**config.mk**
```make
export PLATFORM = sky130hd
export DESIGN_NAME = fpa_div_stage
export DESIGN_NICKNAME = d
export VERILOG_FILES = /design/src/fpa_pkg.sv /design/src/fpa_div_stage.sv
export SDC_FILE = /design/constraint.sdc
export NUM_CORES = 1
export LEC_CHECK = 0
export BUFFER_PORTS_ARGS = -buffer_cell sky130_fd_sc_hd__buf_2
export CAP_MARGIN = 20
export CORE_AREA = 5 5 181 183
export CTS_BUF_LIST = sky130_fd_sc_hd__clkbuf_8 sky130_fd_sc_hd__clkbuf_16
export CTS_CLUSTER_SIZE = 24
export DETAILED_ROUTE_END_ITERATION = 8
export DIE_AREA = 0 0 186 188
export HOLD_SLACK_MARGIN = 0.15
export PLACE_DENSITY_LB_ADDON = 0.2
export REMOVE_ABC_BUFFERS = 1
export SLEW_MARGIN = 40
export SYNTH_ARGS = -nofsm -noshare
export SYNTH_HDL_FRONTEND = slang
export SYNTH_SLANG_ARGS = --single-unit
export TNS_END_PERCENT = 5
```
**constraint.sdc**
```tcl
create_clock -name clk -period 3.6 [get_ports clk]
set_input_delay 0.36 -clock clk [delete_from_list [all_inputs] [get_ports clk]]
set_output_delay 0.36 -clock clk [all_outputs]
set_load 0.02 [all_outputs]
```
**src/fpa_pkg.sv**
```systemverilog
// package: shared types, codes and helpers for the fixed-point alu
package fpa_pkg;

  localparam int FRAC_BITS = 8;
  localparam int DIV_STEPS = 32;

  typedef enum logic [3:0] {
    OP_ADD     = 4'd0,
    OP_SUB     = 4'd1,
    OP_MUL     = 4'd2,
    OP_DIV     = 4'd3,
    OP_GT      = 4'd4,
    OP_LT      = 4'd5,
    OP_GE      = 4'd6,
    OP_LE      = 4'd7,
    OP_EQ      = 4'd8,
    OP_NE      = 4'd9,
    OP_MIN     = 4'd10,
    OP_MAX     = 4'd11,
    OP_INC     = 4'd12,
    OP_DEC     = 4'd13,
    OP_TOINT   = 4'd14,
    OP_FROMINT = 4'd15
  } op_t;

  localparam logic [1:0] ST_OK   = 2'd0;
  localparam logic [1:0] ST_OVF  = 2'd1;
  localparam logic [1:0] ST_DIVZ = 2'd2;

  typedef struct packed {
    logic        valid;
    op_t         op;
    logic [31:0] r;
    logic        flag;
    logic [1:0]  st;
    logic        neg;
    logic        ovf;
    logic        dz;
    logic [63:0] prod;
    logic [31:0] rem;
    logic [31:0] den;
    logic [31:0] low;
    logic [31:0] q;
  } pipe_t;

  typedef struct packed {
    logic [1:0]  st;
    logic [31:0] r;
  } sat_t;

  function automatic sat_t sat_mag(input logic neg, input logic [63:0] m);
    sat_t s;
    s.st = ST_OK;
    s.r  = 32'd0;
    if (neg) begin
      if (m > 64'h0000_0000_8000_0000) begin
        s.st = ST_OVF;
        s.r  = 32'h8000_0000;
      end else begin
        s.r = 32'd0 - m[31:0];
      end
    end else begin
      if (m > 64'h0000_0000_7fff_ffff) begin
        s.st = ST_OVF;
        s.r  = 32'h7fff_ffff;
      end else begin
        s.r = m[31:0];
      end
    end
    return s;
  endfunction

endpackage

```
**src/fpa_div_stage.sv**
```systemverilog
// one restoring divider step, one quotient bit per stage
module fpa_div_stage (
  input  logic           clk,
  input  logic           rst_n,
  input  fpa_pkg::pipe_t pipe_i,
  output fpa_pkg::pipe_t pipe_o
);

  fpa_pkg::pipe_t s_r;
  fpa_pkg::pipe_t s_nxt;
  logic [32:0] trial;
  logic [32:0] diff;
  logic        qbit;

  always_comb begin
    trial = {pipe_i.rem, pipe_i.low[31]};
    diff  = trial - {1'b0, pipe_i.den};
    qbit  = trial >= {1'b0, pipe_i.den};
    s_nxt     = pipe_i;
    s_nxt.rem = qbit ? diff[31:0] : trial[31:0];
    s_nxt.low = {pipe_i.low[30:0], 1'b0};
    s_nxt.q   = {pipe_i.q[30:0], qbit};
  end

  always_ff @(posedge clk) begin
    if (!rst_n) begin
      s_r.valid <= 1'b0;
    end else begin
      s_r <= s_nxt;
    end
  end

  assign pipe_o = s_r;

endmodule

```
Yosys cells after proc, flatten, opt, wreduce, memory -nomap -nowiden --
Cells that the tools add are included.
Operators by class: add/subtract/negate cells 1, $lt $le $gt $ge 1, mux-type cells 1
Operator list (number):
- 33-bit by 32-bit >= comparator with 1-bit output | 1
- 32-bit two-way mux | 1
- 32-bit subtractor | 1
Word-level totals: bits in registers 234, bits of input ports 237, output and inout bits 235, word-level logic and storage cells 16

Depth between registers and ports, before layout --
depth in word-level cells 2, depth in mapped cells 13

Worst setup path before layout --
OpenSTA, ideal clock, no wires.
path kind input -> register, start input port pipe_i[71] (netlist name), end register s_r, in the netlist pipe_o[109], data pin, arrival 2.874 ns, setup slack 0.464 ns, cell stages on the path 12, path buffers 2, cells stage by stage inv_1 -> ha_1 -> buf_2 -> nand4_1 -> or4_1 -> a21oi_1 -> nor3_1 -> a211oi_2 -> o21ai_2 -> o31ai_4 -> buf_4 -> mux2_1
RTL lines:
- start: declaration | line fpa_div_stage.sv:5 | input fpa_pkg::pipe_t pipe_i,
- end signal: assignment | line fpa_div_stage.sv:29 | s_r <= s_nxt;
- end: declaration | line fpa_div_stage.sv:9 | fpa_pkg::pipe_t s_r;

==> impl_metrics.json <==
{
  "cts_root_buffer": "clkbuf_16",
  "grt_overflow_total": 0,
  "cts.path.max_buffers": 3,
  "seq_area_frac_synth": 0.7591,
  "slew-limit-headroom": 0.5667,
  "via_count": 7599,
  "path_cells": "dlygate4sd3_1 > buf_2 > ha_1 > fa_1 > nand2b_1 > a21oi_1 > o21ai_0 > o311a_1 > a31oi_2 > a21oi_1 > o41ai_2 > xor2_1 > mux2_1",
  "final_util": 0.4894,
  "die_area_um2": 34970,
  "min_period_ns": 3.409,
  "min_period_over_period": 0.9470,
  "cp_num_buf_inv": 2,
  "cp_data_arrival_time_ns": 3.68,
  "first_iter_violations": 378,
  "drc": 0,
  "post-place-cells": 1458,
  "setup_violations": 0,
  "place_area_um2": 12210,
  "pin_count": 472,
  "gp_congestion": 0.8243,
  "synthTopCellsByArea": "edfxtp_1 (76%), ha_1 (4.3%), a21oi_1 (3.0%)",
  "htree_levels": 1,
  "netlist_area_um2": 9244,
  "powerDensity_nw_per_um2": 487.9,
  "cp_max_fo": 3,
  "grt_max_degree": 80,
  "clock-sinks": 234,
  "antenna_found_initial": 4,
  "final_cells": 1721,
  "syn_inst": 582,
  "io_buffer_count": 469,
  "power_mw": 7.418,
  "crit_path_end_kind": "flip-flop",
  "crit_slowest_cell": "dlygate4sd3_1",
  "ys_async_sr_fraction": 0,
  "hold_viol_final": 0,
  "largest_reg_flops": 234,
  "status": "completed",
  "fp.dieH_um": 188,
  "post_cts_buffers": 0,
  "path_class": "in -> reg",
  "post_drt_via_cell_ratio": 4.415,
  "grt_pass1_vias": 8091,
  "rows": 65,
  "hold_path_class": "in -> reg",
  "synth.top_cell.area_share": 0.7569,
  "start_util": 0.2975,
  "final_nets": 1567,
  "fmax_mhz": 293.3,
  "postLayoutCellArea_um2": 15200,
  "cpMostUsedCell": "a21oi_1",
  "cts_buffers": 27,
  "grt_pass1_wl_mm": 47.40,
  "drv_slew": 0,
  "dp_hpwl_mm": 24.07,
  "die_w_um": 186,
  "max-cap-violations": 0,
  "drive_gt1_frac": 0.4161,
  "synth.avg_cell_area_um2": 15.88,
  "core_um2": 31070,
  "whs_ns": 0.1850,
  "startpoint_type": "primary input",
  "peakVddDrop_mv": 0.3366,
  "synth-main-ff-cell": "edfxtp_1",
  "rsz0062_at_grt": "no",
  "worstMarginPinSlew_ns": 0.6500,
  "totalWireLength_mm": 32.61,
  "syn_to_final_growth_pct": 64.47,
  "yosysWarnings": 0,
  "ys_seq_elements": 234,
  "wl_per_cell_um": 18.95,
  "drt-pass1-iter-count": 5,
  "tritoncts": "built",
  "crit_required_ns": 3.87,
  "synth_top_cell_by_area": "edfxtp_1",
  "synth_cell_type_count": 50,
  "synth_edf_count": 233,
  "cp_slowest_stage_delay_ns": 0.52,
  "clk_pin_slew_ns": 0.06,
  "cpLargestDelayFamily": "compound AO/OA/AOI/OAI gates",
  "grt_util_all_layers": 0.1736,
  "p_leak_nw": 6.633,
  "drtAntennaViolNets": 0
}
[final timing paths]
kind / start / end / depth (start not counted)
setup / recovery: pipe_i[64] / pipe_o[126]$_DFFE_PP_ / 13
hold / removal: pipe_i[120] / pipe_o[121]$_DFFE_PP_ / 3
[area by class of cell]
| class | instances | area (um2) |
|---|---|---|
| Antenna cell | 2 | 5.005 |
| Clock buffer | 31 | 730.7 |
| Clock inverter | 18 | 120.1 |
| Fill cell | 2757 | 15860 |
| Inverter | 38 | 142.6 |
| Multi-Input combinational cell | 291 | 2001 |
| Sequential cell | 234 | 7017 |
| Tap cell | 402 | 503.0 |
| Timing Repair Buffer | 705 | 4684 |
[Yosys cell counts (2+ instances only)]
cell and instances:
a21o_1 12, and4_1 2, o21ai_0 16, edfxtp_1 233, ha_1 32, nor3_1 2, a31oi_1 5, o211ai_1 4
nor2b_1 3, a2bb2oi_1 2, nor2_1 35, nand2b_1 3, a21oi_1 56, inv_1 38, nor4_1 4, o21bai_1 3
nand2_1 26, or4_1 2, buf_2 8, nand3_1 8, a211oi_1 3, mux2_1 4, mux2_2 6, o21a_1 6
buf_4 4, nand4_1 8, xnor2_1 15, and2_1 3, xor2_1 12, o22ai_1 2, clkbuf_1 6
[cell usage in the layout, fill, tap and decap left out, drive strengths merged, types with 10 or more instances in the layout]
| cell type | count |
|---|---|
| a21oi | 56 |
| buf | 493 |
| inv | 45 |
| nand2 | 26 |
| a21o | 12 |
| xnor2 | 15 |
| o21ai | 18 |
| mux2 | 10 |
| edfxtp | 233 |
| dlygate4sd3 | 212 |
| ha | 32 |
| clkbuf | 31 |
| nor2 | 35 |
| xor2 | 12 |
[where the power goes]
| part | switching (mW) | internal (mW) |
|---|---|---|
| sequential | 0.0560 | 3.29 |
| clock | 1.10 | 1.52 |
| combinational | 0.852 | 0.604 |
[per-layer routing]
metal | wire length, um | vias to the layer above | GRT usage
li1 | - | 3637 | -
met1 | 12070 | 3599 | 0.1945
met2 | 16420 | 303 | 0.3115
met3 | 3065 | 56 | 0.05470
met4 | 1046 | 4 | 0.05549
met5 | 19 | - | 0
[what timing repair did]
action / in CTS / in global routing
resized for setup: 0 / 2
endpoints found under the hold margin: 212 / 0
hold buffers: 212 / 0
endpoints found under the setup margin: 0 / 2
[stage by stage]
step	setup slack, ns	setup TNS (ns)
floorplan	-0.1848	-1.698
global placement	0.05221	0
detailed placement	0.01201	0
CTS	0.05190	0
global route	0.04634	0
finish	0.1908	0
[logic make-up after synthesis]
kind of cell / count (synthesis) / synth area share
other: 1 / 0.0004057
buffers and inverters: 57 / 0.02599
multiplexers: 11 / 0.01326
flip-flops: 234 / 0.7591
AO/OA/AOI/OAI: 119 / 0.07918
AND/OR/NAND/NOR: 100 / 0.05103
adder cells (fa/ha/maj): 33 / 0.04548
XOR/XNOR: 27 / 0.02558
Note: power is estimated with default switching activity, not from simulation.
