`config.mk`:
```
export PLATFORM = sky130hd
export DESIGN_NAME = fpa_post
export DESIGN_NICKNAME = d
export VERILOG_FILES = /design/src/fpa_pkg.sv /design/src/fpa_post.sv
export SDC_FILE = /design/constraint.sdc
export NUM_CORES = 1
export LEC_CHECK = 0
export BUFFER_PORTS_ARGS = -buffer_cell sky130_fd_sc_hd__buf_2
export CORE_AREA = 2 2 104 181
export DETAILED_ROUTE_END_ITERATION = 8
export DIE_AREA = 0 0 106 183
export PLACE_DENSITY = 0.85
export SYNTH_ARGS = -nofsm -noshare
export SYNTH_HDL_FRONTEND = slang
export SYNTH_SLANG_ARGS = --single-unit
```
`constraint.sdc`:
```
create_clock -name clk -period 7.5 [get_ports clk]
set_clock_uncertainty 0.1 [all_clocks]
set_input_delay 0 -clock clk [delete_from_list [all_inputs] [get_ports clk]]
set_output_delay 0 -clock clk [all_outputs]
set_load 0.1 [all_outputs]
```
`src/fpa_pkg.sv`:
```
// package: shared types, codes and helpers for the fixed-point alu
package fpa_pkg;

  localparam int FRAC_BITS = 8;
  localparam int DIV_STEPS = 32;

  typedef enum logic [3:0] {
    OP_ADD     = 4'd0,
    OP_SUB     = 4'd1,
    OP_MUL     = 4'd2,
    OP_DIV     = 4'd3,
    OP_GT      = 4'd4,
    OP_LT      = 4'd5,
    OP_GE      = 4'd6,
    OP_LE      = 4'd7,
    OP_EQ      = 4'd8,
    OP_NE      = 4'd9,
    OP_MIN     = 4'd10,
    OP_MAX     = 4'd11,
    OP_INC     = 4'd12,
    OP_DEC     = 4'd13,
    OP_TOINT   = 4'd14,
    OP_FROMINT = 4'd15
  } op_t;

  localparam logic [1:0] ST_OK   = 2'd0;
  localparam logic [1:0] ST_OVF  = 2'd1;
  localparam logic [1:0] ST_DIVZ = 2'd2;

  typedef struct packed {
    logic        valid;
    op_t         op;
    logic [31:0] r;
    logic        flag;
    logic [1:0]  st;
    logic        neg;
    logic        ovf;
    logic        dz;
    logic [63:0] prod;
    logic [31:0] rem;
    logic [31:0] den;
    logic [31:0] low;
    logic [31:0] q;
  } pipe_t;

  typedef struct packed {
    logic [1:0]  st;
    logic [31:0] r;
  } sat_t;

  function automatic sat_t sat_mag(input logic neg, input logic [63:0] m);
    sat_t s;
    s.st = ST_OK;
    s.r  = 32'd0;
    if (neg) begin
      if (m > 64'h0000_0000_8000_0000) begin
        s.st = ST_OVF;
        s.r  = 32'h8000_0000;
      end else begin
        s.r = 32'd0 - m[31:0];
      end
    end else begin
      if (m > 64'h0000_0000_7fff_ffff) begin
        s.st = ST_OVF;
        s.r  = 32'h7fff_ffff;
      end else begin
        s.r = m[31:0];
      end
    end
    return s;
  endfunction

endpackage

```
`src/fpa_post.sv`:
```
// last stage: rounding and saturation, result register
module fpa_post (
  input  logic               clk,
  input  logic               rst_n,
  input  fpa_pkg::pipe_t     pipe_i,
  output logic               out_valid,
  output logic signed [31:0] out_result,
  output logic               out_flag,
  output logic [1:0]         out_status
);

  localparam logic [63:0] HALF = 64'(2 ** fpa_pkg::FRAC_BITS) >> 1;

  logic        valid_r;
  logic [31:0] result_r;
  logic        flag_r;
  logic [1:0]  status_r;
  logic [31:0] result_nxt;
  logic [1:0]  status_nxt;
  logic [63:0] mul_rnd;
  logic [32:0] quo;
  fpa_pkg::sat_t s;

  always_comb begin
    mul_rnd = (pipe_i.prod + HALF) >> fpa_pkg::FRAC_BITS;
    quo     = {1'b0, pipe_i.q} + 33'({pipe_i.rem, 1'b0} >= {1'b0, pipe_i.den});
    s       = '0;
    result_nxt = pipe_i.r;
    status_nxt = pipe_i.st;
    case (pipe_i.op)
      fpa_pkg::OP_MUL: begin
        s = fpa_pkg::sat_mag(pipe_i.neg, mul_rnd);
        result_nxt = s.r;
        status_nxt = s.st;
      end
      fpa_pkg::OP_DIV: begin
        if (!pipe_i.dz) begin
          if (pipe_i.ovf) s = fpa_pkg::sat_mag(pipe_i.neg, 64'hffff_ffff_ffff);
          else s = fpa_pkg::sat_mag(pipe_i.neg, 64'(quo));
          result_nxt = s.r;
          status_nxt = s.st;
        end
      end
      fpa_pkg::OP_FROMINT: begin
        s = fpa_pkg::sat_mag(pipe_i.neg, pipe_i.prod);
        result_nxt = s.r;
        status_nxt = s.st;
      end
      default: ;
    endcase
  end

  always_ff @(posedge clk) begin
    if (!rst_n) begin
      valid_r <= 1'b0;
    end else begin
      valid_r <= pipe_i.valid;
    end
  end

  always_ff @(posedge clk) begin
    result_r <= result_nxt;
    flag_r   <= pipe_i.flag;
    status_r <= status_nxt;
  end

  assign out_valid  = valid_r;
  assign out_result = result_r;
  assign out_flag   = flag_r;
  assign out_status = status_r;

endmodule

```
# Word-level counts from Yosys, hierarchy flattened
# Index checks and enable logic that the tools add are counted.
word_totals:
  wordCells: 40
  register_bits: 36
  out_inout_bits: 36
classes:
  order_cmp: 7
  addsub: 5
  eq_ne: 3
  muxes: 21
ops:
  columns: ["op", "count"]
  rows:
  - ["2-to-1 mux 32 bit", 8]
  - ["2-to-1 mux 34 bit", 4]
  - ["case mux 32 bit (3 select lines)", 1]
  - ["subtractor 1 x 32 -> 32 bit, first input constant", 3]
  - ["adder 64 x 8 -> 64 bit, second input constant", 1]
  - ["greater-than comparator 64 x 31 -> 1 bit, second input constant", 1]
  - ["greater-than comparator 64 x 32 -> 1 bit, second input constant", 1]
  - ["greater-than comparator 56 x 31 -> 1 bit, second input constant", 1]
  - ["greater-than comparator 56 x 32 -> 1 bit, second input constant", 1]
  - ["adder 32 x 1 -> 33 bit", 1]
  - ["greater-or-equal comparator 33 x 32 -> 1 bit", 1]
  - ["greater-than comparator 33 x 31 -> 1 bit, second input constant", 1]
  - ["greater-than comparator 33 x 32 -> 1 bit, second input constant", 1]
  - ["equality test 4 x 2 -> 1 bit, second input constant", 2]
  - ["2-to-1 mux 1 bit", 6]
  - ["case mux 2 bit (3 select lines)", 1]
  - ["equality test 4 bit, second input constant", 1]
  - ["2-to-1 mux 2 bit", 1]

# Depth between registers and ports, before layout
# Gate-level depths: netlist of the first run.
logic_depth:
  depth_word: 8
  depth_mapped: 28
  depth_no_buf: 28

# Worst setup path before layout of the first run
# OpenSTA, ideal clock, no wires.
synth_path:
  kind: "input -> register"
  from: "input port pipe_i[65] (netlist name)"
  to: "register result_r[18], in the netlist out_result[18]"
  stages: 27
  path_buffers: 0
  required_ps: 7321
  arrival_ps: 5010
  setup_slack_ps: 2311
  path_cell_list: "inv_1 > ha_1 > nor2b_1 > o21a_1 > o21a_1 > o21a_1 > o21a_1 > o21a_1 > o21a_1 > o21ai_0 > nand2b_1 > a21oi_1 > o21ai_0 > ha_1 > ha_1 > inv_1 > ha_1 > or4b_1 > o31ai_1 > o2111a_1 > o211ai_1 > or2_2 > or4_1 > o221ai_1 > nand2_1 > a221o_1 > o211ai_1"
synth_via:
  elab_chain_len: 8
synth_lines:
  columns: ["item", "line", "source"]
  rows:
  - ["start, declared", "fpa_post.sv:5", "input fpa_pkg::pipe_t pipe_i,"]
  - ["greater-or-equal comparator 33 x 32 -> 1 bit (*)", "fpa_post.sv:26", "quo = {1'b0, pipe_i.q} + 33'({pipe_i.rem, 1'b0} >= {1'b0, pipe_i.den});"]
  - ["adder 32 x 1 -> 33 bit (*)", "fpa_post.sv:26", null]
  - ["subtractor 1 x 32 -> 32 bit, or another cell as far along", "fpa_pkg.sv:60", "s.r = 32'd0 - m[31:0];"]
  - ["2-to-1 mux 32 bit, on equally long branches", "fpa_pkg.sv:56, fpa_pkg.sv:63", null]
  - ["2-to-1 mux 34 bit (*)", "fpa_pkg.sv:55", "if (neg) begin"]
  - ["2-to-1 mux 34 bit (*)", "fpa_post.sv:38", "if (pipe_i.ovf) s = fpa_pkg::sat_mag(pipe_i.neg, 64'hffff_ffff_ffff);"]
  - ["2-to-1 mux 32 bit (*)", "fpa_post.sv:37", "if (!pipe_i.dz) begin"]
  - ["case mux 32 bit (3 select lines) (*)", "fpa_post.sv:30", "case (pipe_i.op)"]
  - ["named net result_nxt[18]", "fpa_post.sv:18", "logic [31:0] result_nxt;"]
  - ["end signal, assigned", "fpa_post.sv:62", "result_r <= result_nxt;"]
  - ["end, declared", "fpa_post.sv:15", "logic [31:0] result_r;"]
# Mark *: on every way through the listed nets, which the timed path passes. The rest lies on a longest branch.
# A chain may end at the register's enable or synchronous reset.

# Worst setup path in the final report of the first run
layout_path:
  from: "input port pipe_i[65] (netlist name)"
  to: "register result_r[14], in the netlist out_result[14]"
# Same word-level chain as after synthesis.

==> results.cfg, run 1 <==
[synth]
yosysWarnings = 0
synth.distinct_cells = 89
ys_seq_area_share_pct = 8.167
synth_edf_count = 0
synth-main-ff-cell = dfxtp_1
yosysTopAreaCell = dfxtp_1
syn_nets = 1612
ys_seq_elements = 36
avgSynthCellArea_um2 = 6.615
synth_area_um2 = 8825
synth_top_area_share_pct = 8.167
synthTopCellsByArea = dfxtp_1 8.2%, xnor2_1 7.4%, ha_1 5.8%
synth-async-reset-ratio_pct = 0
syn_inst = 1334

[worst_setup_path]
critical_path_class = input port to register
critPathMaxFanout = 12
cp-start-kind = input port
cp_data_arrival_time_ns = 6.34
crit_required_ns = 7.54
crit_path_end_kind = register

[sta]
setup_viol = 0
setup_tns_ns = 0
report.final.slew_viol_count = 0
fin_crit_ns = 6.298
hold_viol = 0
setup_ws_ns = 1.202
worst_pin_slew_ns = 1.161
rsz0062_at_grt = no
slew_headroom_pct = 21.87
fmax_mhz = 158.8
min_period_over_period_pct = 83.97

[floorplanning]
die_area_um2 = 19400
die_w_um = 106
core_area_um2 = 17970
start_util_pct = 49.10
row_count = 65
die_h_um = 183
io_pins = 273

[clocking]
cts_tree = done
cts_buffer_depth = 2
cts_setup_buffers = 0
cts_sinks = 36
cts.repair.resized = 0
h-tree-depth = 2
cts_buffers = 5
clk_root_buffer_cell = clkbuf_16
clkTransAtPathRegs_ns = 0.07

[detailed_routing]
wl_mm = 36.65
drt-initial-drc-count = 1091
ant_nets = 0
vias = 11860
dr.pass1.iters = 7
via_per_inst = 6.704
post_drt_wl_per_cell_um = 20.72
drcViolationCount = 0

[pwr]
peakVddDrop_mv = 0.08318
pwr_density_cell_nw_per_um2 = 98.15
p_total_mw = 1.032
power.leakage_nw = 4.088

[layout]
final_common_cell = buf_2
area_growth_pct = 19.11
nets = 1812
final_cell_area_um2 = 10510
n_antenna_cell = 0
layout_common_cells = 239 x buf_2, 107 x nor2_1, 99 x nand2_1, 81 x nor3_1, 75 x xnor2_1
drive_gt1_share_pct = 18.63

[min_path]
hold_path_class = input port to register

[grt]
antenna_found_initial = 1
grt_max_degree = 80
grtUsageTotal_pct = 36.34
grt_pass1_vias = 11230
grt_first_pass_wirelength_mm = 56.59
gr-total-overflow = 0

[placed_design]
gp_congestion = 1.046
dpl.hpwl_mm = 28.35
dp_slack_ns = 1.316
io_buffer_count = 240
place_area_um2 = 9973

[outcome]
outcome = finished, final reports clean

[run]
cap_violations = 0
synthesized netlist by cell type, types with 25 or more instances:
cell type  number
inv_1          64
nor2_1        107
and3_1         25
clkbuf_1       60
xor2_1         42
o21ai_0        57
ha_1           41
a21oi_1        67
nand4_1        53
nor4_1         49
dfxtp_1        36
xnor2_1        75
nand3_1        73
nand2_1        99
nor3_1         81
what timing repair did:
item,in CTS,in global routing
hold endpoints to repair,36,0
setup endpoints to repair,0,0
hold buffers,37,0
registers in the layout (all words and copies together) (netlist names):
| register | cells |
|---|---|
| out_valid | 1 |
| out_flag | 1 |
| out_status | 2 |
| out_result | 32 |
per-layer routing:
layer  global-route usage (%)  part of all wire [%]  vias up
met4                    32.00                    10        2
met1                    36.02                    33     5326
met5                        0                 0.035        -
li1                         -                     -     5474
met2                    64.93                    49      803
met3                    5.330                   7.9      254
cells by family (layout without fill, tap and decap cells):
logic type | count (synthesis) | count (layout) | share of synthesized area (%)
AO/OA/AOI/OAI | 357 | 357 | 28.50
XOR/XNOR | 117 | 117 | 11.61
adder cells (fa/ha/maj) | 41 | 41 | 5.813
buffers and inverters | 157 | 358 | 7.429
flip-flops | 36 | 36 | 8.167
multiplexers | 4 | 4 | 0.4679
AND/OR/NAND/NOR | 622 | 622 | 38.01
cell type report:
class,instances,area [um2]
Clock inverter,3,42.54
Timing Repair Buffer,286,1642
Inverter,64,240.2
Fill cell,1679,7462
Tap cell,234,292.8
Multi-Input combinational cell,1141,7448
Sequential cell,36,720.7
Clock buffer,5,125.1
worst paths after layout:
| kind | from | to | slack, ns | cells past startpoint |
|---|---|---|---|---|
| max | pipe_i[65] | out_result[14] | 1.20 | 26 |
| min | pipe_i[128] | out_result[0] | 0.05 | 4 |
critical path, cell delays in order:
cell	delay (ns)
buf_2	0.08
inv_1	0.03
ha_1	0.28
nor2b_1	0.12
o21a_1	0.11
o21a_1	0.10
o21a_1	0.10
o21a_1	0.10
o21a_1	0.11
o21a_1	0.10
o21ai_0	0.07
nand2b_1	0.08
a21oi_1	0.07
o21ai_0	0.23
ha_1	0.36
nand4_1	0.45
nor4_1	0.80
a31oi_1	0.24
nor2_1	0.50
a21boi_0	0.36
nand3b_1	0.20
o22a_1	0.44
nor2_1	0.63
a31o_1	0.23
a31oi_1	0.08
nor2_1	0.44
through the flow:
stage | utilization (%) | std cells | hold slack (ns)
2_1_floorplan | - | 1334 | -0.07228
3_3_place_gp | 55.49 | 1724 | 0.003999
5_1_grt | 58.48 | 1769 | 0.1086
3_5_place_dp | 55.49 | 1724 | 0.02075
4_1_cts | 58.48 | 1769 | 0.03790
6_report | 58.48 | 1769 | 0.04809
report_power, final:
group | leakage, nW | switching (mW) | internal (mW) | total, mW
clock network | 0.0798 | 0.0986 | 0.157 | 0.255
logic | 3.70 | 0.387 | 0.173 | 0.560
registers | 0.303 | 0.00684 | 0.209 | 0.216
Power figures use the tool's default switching activity.
==> run 2, diff against run 1 <==
==> constraint.sdc (replaced) <==
create_clock -name clk -period 6.5 [get_ports clk]
set_clock_uncertainty 0.1 [all_clocks]
set_input_delay 0 -clock clk [delete_from_list [all_inputs] [get_ports clk]]
set_output_delay 0 -clock clk [all_outputs]
set_load 0.1 [all_outputs]
==> results.cfg, run 2 (same netlist as run 1, synthesis figures left out) <==
[placed_design]
dp_slack_ns = 0.4486
dpl.hpwl_mm = 28.76
gp_congestion = 1.007
placed_cells = 1728
io_buffer_count = 240

[clocking]
cts.repair.resized = 0
cts_buffers = 5
clk_root_buffer_cell = clkbuf_16
cts_tree = done
clkTransAtPathRegs_ns = 0.06
h-tree-depth = 2
cts_buffer_depth = 2
cts_sinks = 36

[layout]
area_growth_pct = 19.41
nets = 1816
instances_no_fill = 1773
layout_common_cells = 239 x buf_2, 107 x nor2_1, 99 x nand2_1, 81 x nor3_1, 75 x xnor2_1
largest_register_ffs = 32
final_common_cell = buf_2
n_antenna_cell = 0
drive_gt1_share_pct = 18.78

[worst_setup_path]
cpMaxStageDelayCell = o22a_1
path_buf_inv = 4
max_stage_delay_ns = 0.50
crit_required_ns = 6.55
cp_top_family = compound AO/OA/AOI/OAI gates
critical_path_class = input port to register
cp-start-kind = input port
crit_path_end_kind = register
path_common_cell = o21a_1
cp_data_arrival_time_ns = 6.00
critPathMaxFanout = 18

[floorplanning]
start_util_pct = 49.10
die_area_um2 = 19400
core_area_um2 = 17970
row_count = 65
die_w_um = 106
die_h_um = 183
io_pins = 273

[pwr]
power.leakage_nw = 4.108
pwr_density_cell_nw_per_um2 = 112.8
peakVddDrop_mv = 0.09313

[sta]
setup_tns_ns = 0
slew_headroom_pct = 16.81
report.final.slew_viol_count = 0
setup_viol = 0
min_period_over_period_pct = 91.65
fin_crit_ns = 5.957
setup_ws_ns = 0.5429
rsz0062_at_grt = no
hold_viol = 0
whs_ns = 0.04932
worst_pin_slew_ns = 1.236
fmax_mhz = 167.9

[detailed_routing]
post_drt_wl_per_cell_um = 20.78
vias = 11940
drcViolationCount = 0
wl_mm = 36.84
drt-initial-drc-count = 1132
via_per_inst = 6.734
dr.pass1.iters = 8
ant_nets = 0

[grt]
grt_pass1_vias = 11600
gr-total-overflow = 0
grt_max_degree = 63
grt_first_pass_wirelength_mm = 57.37
antenna_found_initial = 1
grtUsageTotal_pct = 36.84

[run]
cap_violations = 0

[outcome]
outcome = finished, final reports clean

[min_path]
hold_path_class = input port to register
[run 2: cell types whose count changed in the layout (fill, tap and decap cells not counted)]
| cell | delta |
|---|---|
| clkinvlp_4 | -1 |
| clkbuf_1 | +1 |
| buf_4 | +4 |
[run 2: path summary, 6_finish.rpt]
| check | from | to | slack, ns | cells after the start |
|---|---|---|---|---|
| setup / recovery | pipe_i[65] | out_status[0] | 0.54 | 27 |
| hold / removal | pipe_i[128] | out_result[0] | 0.05 | 4 |
[run 2: routing by layer]
metal,track usage [%],up-vias,routed length (um)
met2,64.80,792,17880
met3,5.970,271,2967
met1,36.38,5388,12050
met4,34.00,0,3936
met5,0,-,0
li1,-,5489,-
[run 2: timing repair]
action	4_1_cts	5_1_grt
hold endpoints to repair	36	0
hold buffers	37	0
setup buffers	0	0
[run 2: final cells by class]
cell class / count / area [um2]
Sequential cell: 36 / 720.7
Clock inverter: 2 / 35.03
Fill cell: 1730 / 7436
Tap cell: 234 / 292.8
Clock buffer: 6 / 128.9
Inverter: 64 / 240.2
Timing Repair Buffer: 290 / 1672
Multi-Input combinational cell: 1141 / 7448
[run 2: stage by stage]
stage	power (mW)	utilization [%]	cell area (um2)
4_1_cts	1.167	58.63	10540
5_1_grt	1.236	58.63	10540
3_3_place_gp	0.8523	55.66	10000
6_report	1.188	58.63	10540
3_5_place_dp	0.8624	55.66	10000
2_1_floorplan	0.6783	-	8825
[run 2: report_power, final]
group          internal, mW  total [mW]  switching (mW)  leakage [nW]
Sequential            0.241       0.251         0.00965         0.303
Clock                 0.181       0.292           0.111        0.0808
Combinational         0.201       0.646           0.444          3.72
Total                 0.624        1.19           0.564          4.11
[run 2: worst min-delay path, cell delays in order]
cell	delay [ns]
buf_2	0.14
a21oi_1	0.05
nor2_1	0.08
a2111o_1	0.13
==> run 3, diff against run 2 <==
==> constraint.sdc (replaced) <==
create_clock -name clk -period 6.5 [get_ports clk]
set_clock_uncertainty 0.1 [all_clocks]
set_input_delay 0.975 -clock clk [delete_from_list [all_inputs] [get_ports clk]]
set_output_delay 0.975 -clock clk [all_outputs]
set_load 0.1 [all_outputs]
==> results.cfg, run 3 (same netlist as run 1, synthesis figures left out) <==
[outcome]
outcome = finished, final reports clean

[clocking]
hold_buffers = 0
clk_root_buffer_cell = clkbuf_16
cts_buffers = 5
cts_sinks = 36
cts_tree = done
h-tree-depth = 2
cts_buffer_depth = 2
clkTransAtPathRegs_ns = 0.06

[placed_design]
place_area_um2 = 10260
dpl.hpwl_mm = 29.00
io_buffer_count = 240
dp_slack_ns = -0.1232
gp_congestion = 1.022

[sta]
setup_ws_ns = 0.2897
hold_viol = 0
rsz0062_at_grt = no
fmax_mhz = 161.0
fin_crit_ns = 6.210
report.final.slew_viol_count = 0
setup_viol = 0
worst_pin_slew_ns = 1.234
slew_headroom_pct = 16.98
min_period_over_period_pct = 95.54
setup_tns_ns = 0

[grt]
grt_first_pass_wirelength_mm = 55.47
grtUsageTotal_pct = 35.56
grt_pass1_vias = 11070
antenna_found_initial = 0
gr-total-overflow = 0
grt_max_degree = 88

[floorplanning]
row_count = 65
die_h_um = 183
die_w_um = 106
start_util_pct = 49.10
io_pins = 273
die_area_um2 = 19400
core_area_um2 = 17970

[layout]
layout_common_cells = 239 x buf_2, 107 x nor2_1, 99 x nand2_1, 81 x nor3_1, 75 x xnor2_1
largest_register_ffs = 32
final_common_cell = buf_2
seqCellArea_um2 = 720.7
drive_gt1_share_pct = 21.64
final_cell_area_um2 = 10470
n_antenna_cell = 0
nets = 1816
fillers = 1774
area_growth_pct = 18.66
multi_input_area_um2 = 7488

[pwr]
p_sw_uw = 555.7
peakVddDrop_mv = 0.07406
p_total_mw = 1.149
clkPwrFrac_pct = 22.5
pwr_density_cell_nw_per_um2 = 109.7
sw_frac_of_total_pct = 48.37
p_seq_share_pct = 21.5
cell_internal_pwr_uw = 593.1
power.leakage_nw = 4.142
comb_power_share_pct = 56.0

[worst_setup_path]
path_buf_inv = 4
crit_required_ns = 6.58
crit_path_end_kind = register
max_stage_delay_ns = 0.43
critical_path_class = input port to register
cp-start-kind = input port
path_common_cell = o21a_1
critPathMaxFanout = 6
cp_data_arrival_time_ns = 6.29
cp_top_family = compound AO/OA/AOI/OAI gates
cpMaxStageDelayCell = or4b_1

[min_path]
worstHoldStart = pipe_i[197]
hold_depth = 1
holdPathEnd = out_flag
hold_path_class = input port to register

[detailed_routing]
drcViolationCount = 0
drt-initial-drc-count = 882
via_per_inst = 6.600
vias = 11700
wl_mm = 35.98
ant_nets = 0
dr.pass1.iters = 6
post_drt_wl_per_cell_um = 20.29

[run]
cap_violations = 0
-- run 3: cell types whose count changed in the layout (fill, tap and decap cells not counted), sizes merged --
cell,change
bufinv,-1
dlygate4sd3,-37
clkbuf,+1
buf,+37
clkinvlp,+1
clkinv,-1
-- run 3: metrics by stage --
| step | util [%] | cells | hold slack [ns] |
|---|---|---|---|
| global placement | 57.08 | 1762 | 0.9790 |
| finish | 58.26 | 1773 | 0.6884 |
| CTS | 57.91 | 1770 | 0.6947 |
| detailed placement | 57.08 | 1762 | 0.9954 |
| global route | 58.26 | 1773 | 0.6867 |
| floorplan | - | 1334 | 0.9027 |
-- run 3: final cells by class --
type	count	area share [%]
clock buffers	7	1.362
clock inverters	1	0.07169
inverters	64	2.294
multi-input cells	1141	71.51
flip-flops and latches	36	6.883
well taps	234	2.796
repair buffers	290	15.08
-- run 3: repair_timing --
action                                  4_1_cts  5_1_grt
endpoints found under the hold margin         0        0
gates resized for setup                       0       11
buffers inserted                              0        3
endpoints found under the setup margin        0       22
-- run 3: worst max-delay path by stage --
stage / start / to / slack, ns / cells past startpoint
6_report: pipe_i[65] / out_result[27] / 0.29 / 28
5_1_grt: pipe_i[82] / out_result[23] / 0.01 / 29
4_1_cts: pipe_i[65] / out_result[18] / 0.16 / 28
3_5_place_dp: pipe_i[65] / out_result[18] / -0.12 / 28
3_3_place_gp: pipe_i[65] / out_result[18] / -0.02 / 28
2_1_floorplan: pipe_i[65] / out_result[18] / 0.34 / 27
-- run 3: metal layers --
metal  GRT usage, %  vias up  wire [um]
li1               -     5489          -
met1          34.79     5333      12090
met2          64.62      678      17970
met3          4.442      202       2443
met4          31.37        0       3483
met5              0        -          0
-- run 3: power by group through the flow --
| stage | combinational, mW | clock, mW | sequential, mW |
|---|---|---|---|
| floorplan | 0.277 | 0 | 0.401 |
| global placement | 0.615 | 0 | 0.252 |
| detailed placement | 0.624 | 0 | 0.252 |
| CTS | 0.628 | 0.256 | 0.247 |
| global route | 0.682 | 0.271 | 0.248 |
| finish | 0.643 | 0.259 | 0.247 |
